`src/design/gabc_pkg.sv`:
```
package gabc_pkg;

  localparam int unsigned CfgIdxW  = 3;
  localparam int unsigned CfgDataW = 24;

  localparam logic [CfgIdxW-1:0] CFG_BLEND_MODE   = 3'd0;
  localparam logic [CfgIdxW-1:0] CFG_FG_COLOR     = 3'd1;
  localparam logic [CfgIdxW-1:0] CFG_GLYPH_WIDTH  = 3'd2;
  localparam logic [CfgIdxW-1:0] CFG_GLYPH_HEIGHT = 3'd3;
  localparam logic [CfgIdxW-1:0] CFG_DEST_X       = 3'd4;
  localparam logic [CfgIdxW-1:0] CFG_DEST_Y       = 3'd5;
  localparam logic [CfgIdxW-1:0] CFG_DEST_WIDTH   = 3'd6;
  localparam logic [CfgIdxW-1:0] CFG_DEST_HEIGHT  = 3'd7;

  localparam logic [7:0] ALPHA_MAX = 8'd255;

  typedef struct packed {
    logic [7:0]  glyph_column;
    logic [7:0]  glyph_row;
    logic [7:0]  source_alpha;
    logic [31:0] dest_pixel;
  } gabc_in_t;

  typedef struct packed {
    logic        write_enable;
    logic [23:0] dest_index;
    logic [31:0] new_pixel;
  } gabc_out_t;

endpackage

```
`src/design/glyph_alpha_blend_clip.sv`:
```
// Glyph coverage blend with clipping. One word is taken on every clock at
// which start_i is high; busy_o never asserts. Each word gives one result
// on result_o, marked by a one-cycle done_o strobe once the word has passed
// the input register and then the result register. The
// receiver cannot stall, so it must take a result on the cycle it appears.
// Positions that fall outside the glyph or the destination come back with
// write_enable low, index zero and the destination pixel unchanged.
// Configuration may be written only while no word is in flight.
module glyph_alpha_blend_clip (
  input  logic                          clk_i,
  input  logic                          rst_ni,
  input  logic                          start_i,
  output logic                          busy_o,
  input  gabc_pkg::gabc_in_t            data_i,
  output logic                          done_o,
  output gabc_pkg::gabc_out_t           result_o,
  input  logic                          cfg_we_i,
  input  logic [gabc_pkg::CfgIdxW-1:0]  cfg_index_i,
  input  logic [gabc_pkg::CfgDataW-1:0] cfg_wdata_i
);
  import gabc_pkg::*;

  // floor(x / 255) for x up to 255 * 255
  function automatic logic [7:0] div255(input logic [15:0] x);
    logic [16:0] t;
    t = {1'b0, x} + 17'd1 + {9'd0, x[15:8]};
    return t[15:8];
  endfunction

  logic               blend_mode_q;
  logic [23:0]        fg_color_q;
  logic [8:0]         glyph_width_q;
  logic [8:0]         glyph_height_q;
  logic signed [13:0] dest_x_q;
  logic signed [13:0] dest_y_q;
  logic [12:0]        dest_width_q;
  logic [12:0]        dest_height_q;

  always_ff @(posedge clk_i or negedge rst_ni) begin
    if (!rst_ni) begin
      blend_mode_q   <= 1'b1;
      fg_color_q     <= '0;
      glyph_width_q  <= '0;
      glyph_height_q <= '0;
      dest_x_q       <= '0;
      dest_y_q       <= '0;
      dest_width_q   <= '0;
      dest_height_q  <= '0;
    end else if (cfg_we_i) begin
      case (cfg_index_i)
        CFG_BLEND_MODE:   blend_mode_q   <= cfg_wdata_i[0];
        CFG_FG_COLOR:     fg_color_q     <= cfg_wdata_i[23:0];
        CFG_GLYPH_WIDTH:  glyph_width_q  <= cfg_wdata_i[8:0];
        CFG_GLYPH_HEIGHT: glyph_height_q <= cfg_wdata_i[8:0];
        CFG_DEST_X:       dest_x_q       <= cfg_wdata_i[13:0];
        CFG_DEST_Y:       dest_y_q       <= cfg_wdata_i[13:0];
        CFG_DEST_WIDTH:   dest_width_q   <= cfg_wdata_i[12:0];
        CFG_DEST_HEIGHT:  dest_height_q  <= cfg_wdata_i[12:0];
        default: ;
      endcase
    end
  end

  assign busy_o = 1'b0;

  // input register
  logic     s1_vld_q;
  gabc_in_t s1_q;

  always_ff @(posedge clk_i or negedge rst_ni) begin
    if (!rst_ni) begin
      s1_vld_q <= 1'b0;
    end else begin
      s1_vld_q <= start_i;
    end
  end

  always_ff @(posedge clk_i) begin
    if (start_i) begin
      s1_q <= data_i;
    end
  end

  // clip test, blend and index
  logic signed [14:0] px;
  logic signed [14:0] py;
  logic               inside_d;
  logic [7:0]         inv_a;
  logic [15:0]        mix_r, mix_g, mix_b;
  logic [25:0]        idx_full;

  assign px    = 15'(dest_x_q) + $signed({7'd0, s1_q.glyph_column});
  assign py    = 15'(dest_y_q) + $signed({7'd0, s1_q.glyph_row});
  assign inv_a = ALPHA_MAX - s1_q.source_alpha;
  assign inside_d = ({1'b0, s1_q.glyph_column} < glyph_width_q) &&
                    ({1'b0, s1_q.glyph_row} < glyph_height_q) &&
                    !px[14] && !py[14] &&
                    (px[13:0] < {1'b0, dest_width_q}) &&
                    (py[13:0] < {1'b0, dest_height_q});

  assign mix_r = {8'd0, fg_color_q[23:16]} * {8'd0, s1_q.source_alpha} +
                 {8'd0, s1_q.dest_pixel[23:16]} * {8'd0, inv_a};
  assign mix_g = {8'd0, fg_color_q[15:8]} * {8'd0, s1_q.source_alpha} +
                 {8'd0, s1_q.dest_pixel[15:8]} * {8'd0, inv_a};
  assign mix_b = {8'd0, fg_color_q[7:0]} * {8'd0, s1_q.source_alpha} +
                 {8'd0, s1_q.dest_pixel[7:0]} * {8'd0, inv_a};

  assign idx_full = {13'd0, py[12:0]} * {13'd0, dest_width_q} + {13'd0, px[12:0]};

  gabc_out_t res_d;

  always_comb begin
    res_d = '0;
    if (!inside_d) begin
      res_d.new_pixel = s1_q.dest_pixel;
    end else begin
      res_d.write_enable = 1'b1;
      res_d.dest_index   = idx_full[23:0];
      if (blend_mode_q) begin
        res_d.new_pixel = {s1_q.dest_pixel[31:24], div255(mix_r), div255(mix_g),
                           div255(mix_b)};
      end else begin
        res_d.new_pixel = {s1_q.source_alpha, fg_color_q};
      end
    end
  end

  logic      done_q;
  gabc_out_t result_q;

  always_ff @(posedge clk_i or negedge rst_ni) begin
    if (!rst_ni) begin
      done_q <= 1'b0;
    end else begin
      done_q <= s1_vld_q;
    end
  end

  always_ff @(posedge clk_i) begin
    if (s1_vld_q) begin
      result_q <= res_d;
    end
  end

  assign done_o   = done_q;
  assign result_o = result_q;

  // checks
  a_latency: assert property (@(posedge clk_i) disable iff (!rst_ni)
    $past(start_i, 2) && $past(rst_ni, 2) |-> done_o)
    else $error("result strobe missing two clocks after start");

  a_no_spurious: assert property (@(posedge clk_i) disable iff (!rst_ni)
    done_o |-> $past(s1_vld_q))
    else $error("result strobe without a word in flight");

  a_clip_zero: assert property (@(posedge clk_i) disable iff (!rst_ni)
    done_o && !result_o.write_enable |-> result_o.dest_index == '0)
    else $error("clipped result carries a nonzero index");

  a_clip_pixel: assert property (@(posedge clk_i) disable iff (!rst_ni)
    s1_vld_q && !inside_d |=> result_o.new_pixel == $past(s1_q.dest_pixel))
    else $error("clipped result altered the destination pixel");

endmodule

```
`config.mk`:
```
export PLATFORM = sky130hd
export DESIGN_NAME = glyph_alpha_blend_clip
export DESIGN_NICKNAME = d
export VERILOG_FILES = /design/src/design/gabc_pkg.sv /design/src/design/glyph_alpha_blend_clip.sv
export SDC_FILE = /design/constraint.sdc
export NUM_CORES = 2
export LEC_CHECK = 0
export CAP_MARGIN = 10
export CORE_ASPECT_RATIO = 1.25
export CORE_UTILIZATION = 39
export CTS_CLUSTER_DIAMETER = 40
export CTS_CLUSTER_SIZE = 40
export DETAILED_ROUTE_END_ITERATION = 8
export DONT_BUFFER_PORTS = 1
export PLACE_DENSITY_LB_ADDON = 0.3
export SYNTH_ARGS = -nofsm -noshare
export SYNTH_HDL_FRONTEND = slang
export SYNTH_SLANG_ARGS = --single-unit
```
`constraint.sdc`:
```
create_clock -name clk_i -period 6.9 [get_ports clk_i]
set_clock_uncertainty 0.1 [all_clocks]
set_input_delay 0.69 -clock clk_i [delete_from_list [all_inputs] [get_ports clk_i]]
set_output_delay 0.69 -clock clk_i [all_outputs]
set_load 0.03 [all_outputs]
```
==> impl_metrics.json <==
{
  "outcome": "complete, but fails checks",
  "violations": "setup timing",
  "synth_edf_count": 113,
  "required_ns": 7.28,
  "place_congestion": 0.904,
  "dieArea_mm2": 0.0792,
  "crit_slowest_cell": "fa_1",
  "cts_made_buffers": 47,
  "cts_num_sinks": 212,
  "grt_pass1_vias": 24900,
  "syn_inst": 3146,
  "clock.fmax_ghz": 0.138,
  "path_delay_family": "adder cells",
  "ys_ff_latch": 212,
  "antenna_found_initial": 18,
  "rsz0062_at_grt": "yes",
  "initial_core_util": 0.394,
  "vias_per_cell": 5.03,
  "worstPathArrival_ns": 7.64,
  "nets": 4346,
  "netlist_area_mm2": 0.0305,
  "ys_async_sr_fraction": 0.467,
  "grt_pass1_wl_um": 139000,
  "placedCellCount": 4417,
  "postRouteAntennaNets": 0,
  "drc": 0,
  "max_cap_viol_count": 0,
  "setup-tns-final_ns": -6.25,
  "core.rowCount": 114,
  "die_height_um": 314,
  "final-seq-area_mm2": 0.00588,
  "cp-end-kind": "flop",
  "design.core.area_mm2": 0.0773,
  "worst_pin_slew_ns": 0.924,
  "grt_max_degree": 100,
  "synth_cell_types": 94,
  "placed_area_mm2": 0.0342,
  "io_buffers": 0,
  "slew_violations": 0,
  "yosysMostFrequentCell": "inv_1",
  "multiInputGateArea_mm2": 0.0234,
  "wl_um": 89200,
  "yosysTopAreaCell": "fa_1",
  "htreeDepth": 2,
  "crit_path_frequent_cell": "fa_1",
  "area_growth_pct": 24.8,
  "drtPass1Iterations": 5,
  "start_kind": "flop",
  "period_needed_ns": 7.26,
  "clock-root-buffer": "clkbuf_16",
  "period_share": 1.05,
  "io_pins": 146,
  "setup_viol": 31,
  "synth_top_cells_by_count": "inv_1, fa_1, ha_1, nand2_1, and2_1",
  "drive_gt1_frac": 0.249,
  "slew_headroom": 0.376,
  "hold_slack_ns": 0.0415,
  "fp.dieW_um": 252,
  "fillCellCount": 7211,
  "synth_area_leaders": "fa_1, ha_1, edfxtp_1",
  "grt_usage": 0.230,
  "crit_buf_inv": 7,
  "ys_warn_count": 0,
  "gr-total-overflow": 0,
  "path_clk_slew_ns": 0.06,
  "final_hold_viol_count": 0,
  "setup_ws_ns": -0.360,
  "cp_max_fo": 8,
  "wire_per_inst_um": 19.4,
  "clock_path_buffers": 3,
  "min_path_type": "in -> reg",
  "final_cells": 4590,
  "avgSynthCellArea_um2": 9.68,
  "hpwlAfterDp_um": 68300,
  "ys_seq_area_frac": 0.193,
  "yosysTopAreaCellShare": 0.275,
  "synth-main-ff-cell": "edfxtp_1",
  "final_area_mm2": 0.0380,
  "slowest_delay_ns": 0.52,
  "clk_latency_ns": 0.64,
  "crit_type": "reg -> reg",
  "cts_tree": "built",
  "drt-initial-drc-count": 969,
  "via_count": 23100
}
-- cells by family (layout without fill, tap and decap cells) --
kind of cell / count (synthesis) / in the layout / synth area share
DFF: 212 / 212 / 0.193
buffers and inverters: 754 / 1145 / 0.0937
and+or+nand+nor: 908 / 908 / 0.160
muxes: 113 / 113 / 0.0412
adders and majority gates: 757 / 757 / 0.414
other: 1 / 10 / 0.000123
AOI/OAI and AO/OA: 312 / 312 / 0.0704
xor gates and xnor gates: 89 / 89 / 0.0279
-- sequential cells by signal (all words and copies together) (netlist names) --
name,cells
s1_q,56
dest_y_q,14
glyph_width_q,9
dest_x_q,14
fg_color_q,24
done_o,1
glyph_height_q,9
s1_vld_q,1
dest_height_q,13
dest_width_q,13
blend_mode_q,1
result_o,57
-- layout by cell type (no fill, tap or decap), drive strengths merged, types with 6 or more instances in the layout --
cell type	count
inv	647
nand4	10
nor3	39
diode	6
o21ai	60
or3	12
ha	337
o211ai	14
nand2b	84
xnor2	64
and3	38
edfxtp	113
o21a	17
fa	419
mux2i	15
a31oi	8
xor2	21
a211o	7
o2111ai	9
buf	417
nor2	79
a211oi	22
mux2	98
or2	8
a21oi	76
o31ai	8
nand3	57
nand2	240
clkbuf	56
clkinv	17
a21o	32
and2	189
nor2b	123
dfrtp	98
o21bai	7
nor4	6
-- per-layer routing --
layer,vias to the layer above,wire length [µm],global-route usage,part of all wire
met5,-,75,0,0.00084
met4,12,4110,0.106,0.046
met3,183,4870,0.0434,0.055
met2,514,45100,0.399,0.51
met1,11600,35100,0.274,0.39
li1,10800,-,-,-
-- per-stage QoR --
stage | utilization | setup WS [ns]
6_report | 0.492 | -0.360
4_1_cts | 0.482 | -0.407
5_1_grt | 0.492 | -0.628
2_1_floorplan | - | -0.179
3_3_place_gp | 0.442 | -0.576
3_5_place_dp | 0.442 | -0.618
-- worst paths after layout --
| kind | from | end | slack [ns] | cells after the start |
|---|---|---|---|---|
| max | s1_q[37] | result_o[21] | -0.36 | 28 |
| min | data_i[39] | s1_q[39] | 0.04 | 0 |
| max reg2reg | s1_q[37] | result_o[21] | -0.36 | 28 |
| min reg2reg | glyph_width_q[0] | glyph_width_q[0] | 0.40 | 1 |
| max in group asynchronous | rst_ni | fg_color_q[14] | 5.64 | 2 |
| min in group asynchronous | rst_ni | s1_vld_q | 0.54 | 2 |
-- worst reg2reg max path: cells and delay by family (launching register included) --
family / cells / cell delay (ns)
AO/OA/AOI/OAI: 9 / 1.94
XOR/XNOR: 1 / 0.21
adder cells (fa/ha/maj): 8 / 3.55
buffers and inverters: 7 / 0.60
flip-flops: 1 / 0.42
AND/OR/NAND/NOR: 3 / 0.29
-- final cells by class --
| cell class | instances | share of cell area |
|---|---|---|
| inverters | 640 | 0.0632 |
| flip-flops and latches | 212 | 0.155 |
| clock buffers | 56 | 0.0332 |
| repair buffers | 419 | 0.0915 |
| well taps | 1044 | 0.0344 |
| multi-input cells | 2183 | 0.615 |
| diodes | 6 | 0.000395 |
| clock inverters | 30 | 0.00829 |
-- what timing repair did --
action	4_1_cts	5_1_grt
endpoints found under the hold margin	100	0
resized for setup	199	146
pin swaps	137	125
gates cloned	0	1
hold buffers	3	0
setup buffers	64	21
endpoints found under the setup margin	36	37
Power is not shown: default switching activity piles up to over one toggle a cycle in this logic, so the estimate is an artifact.
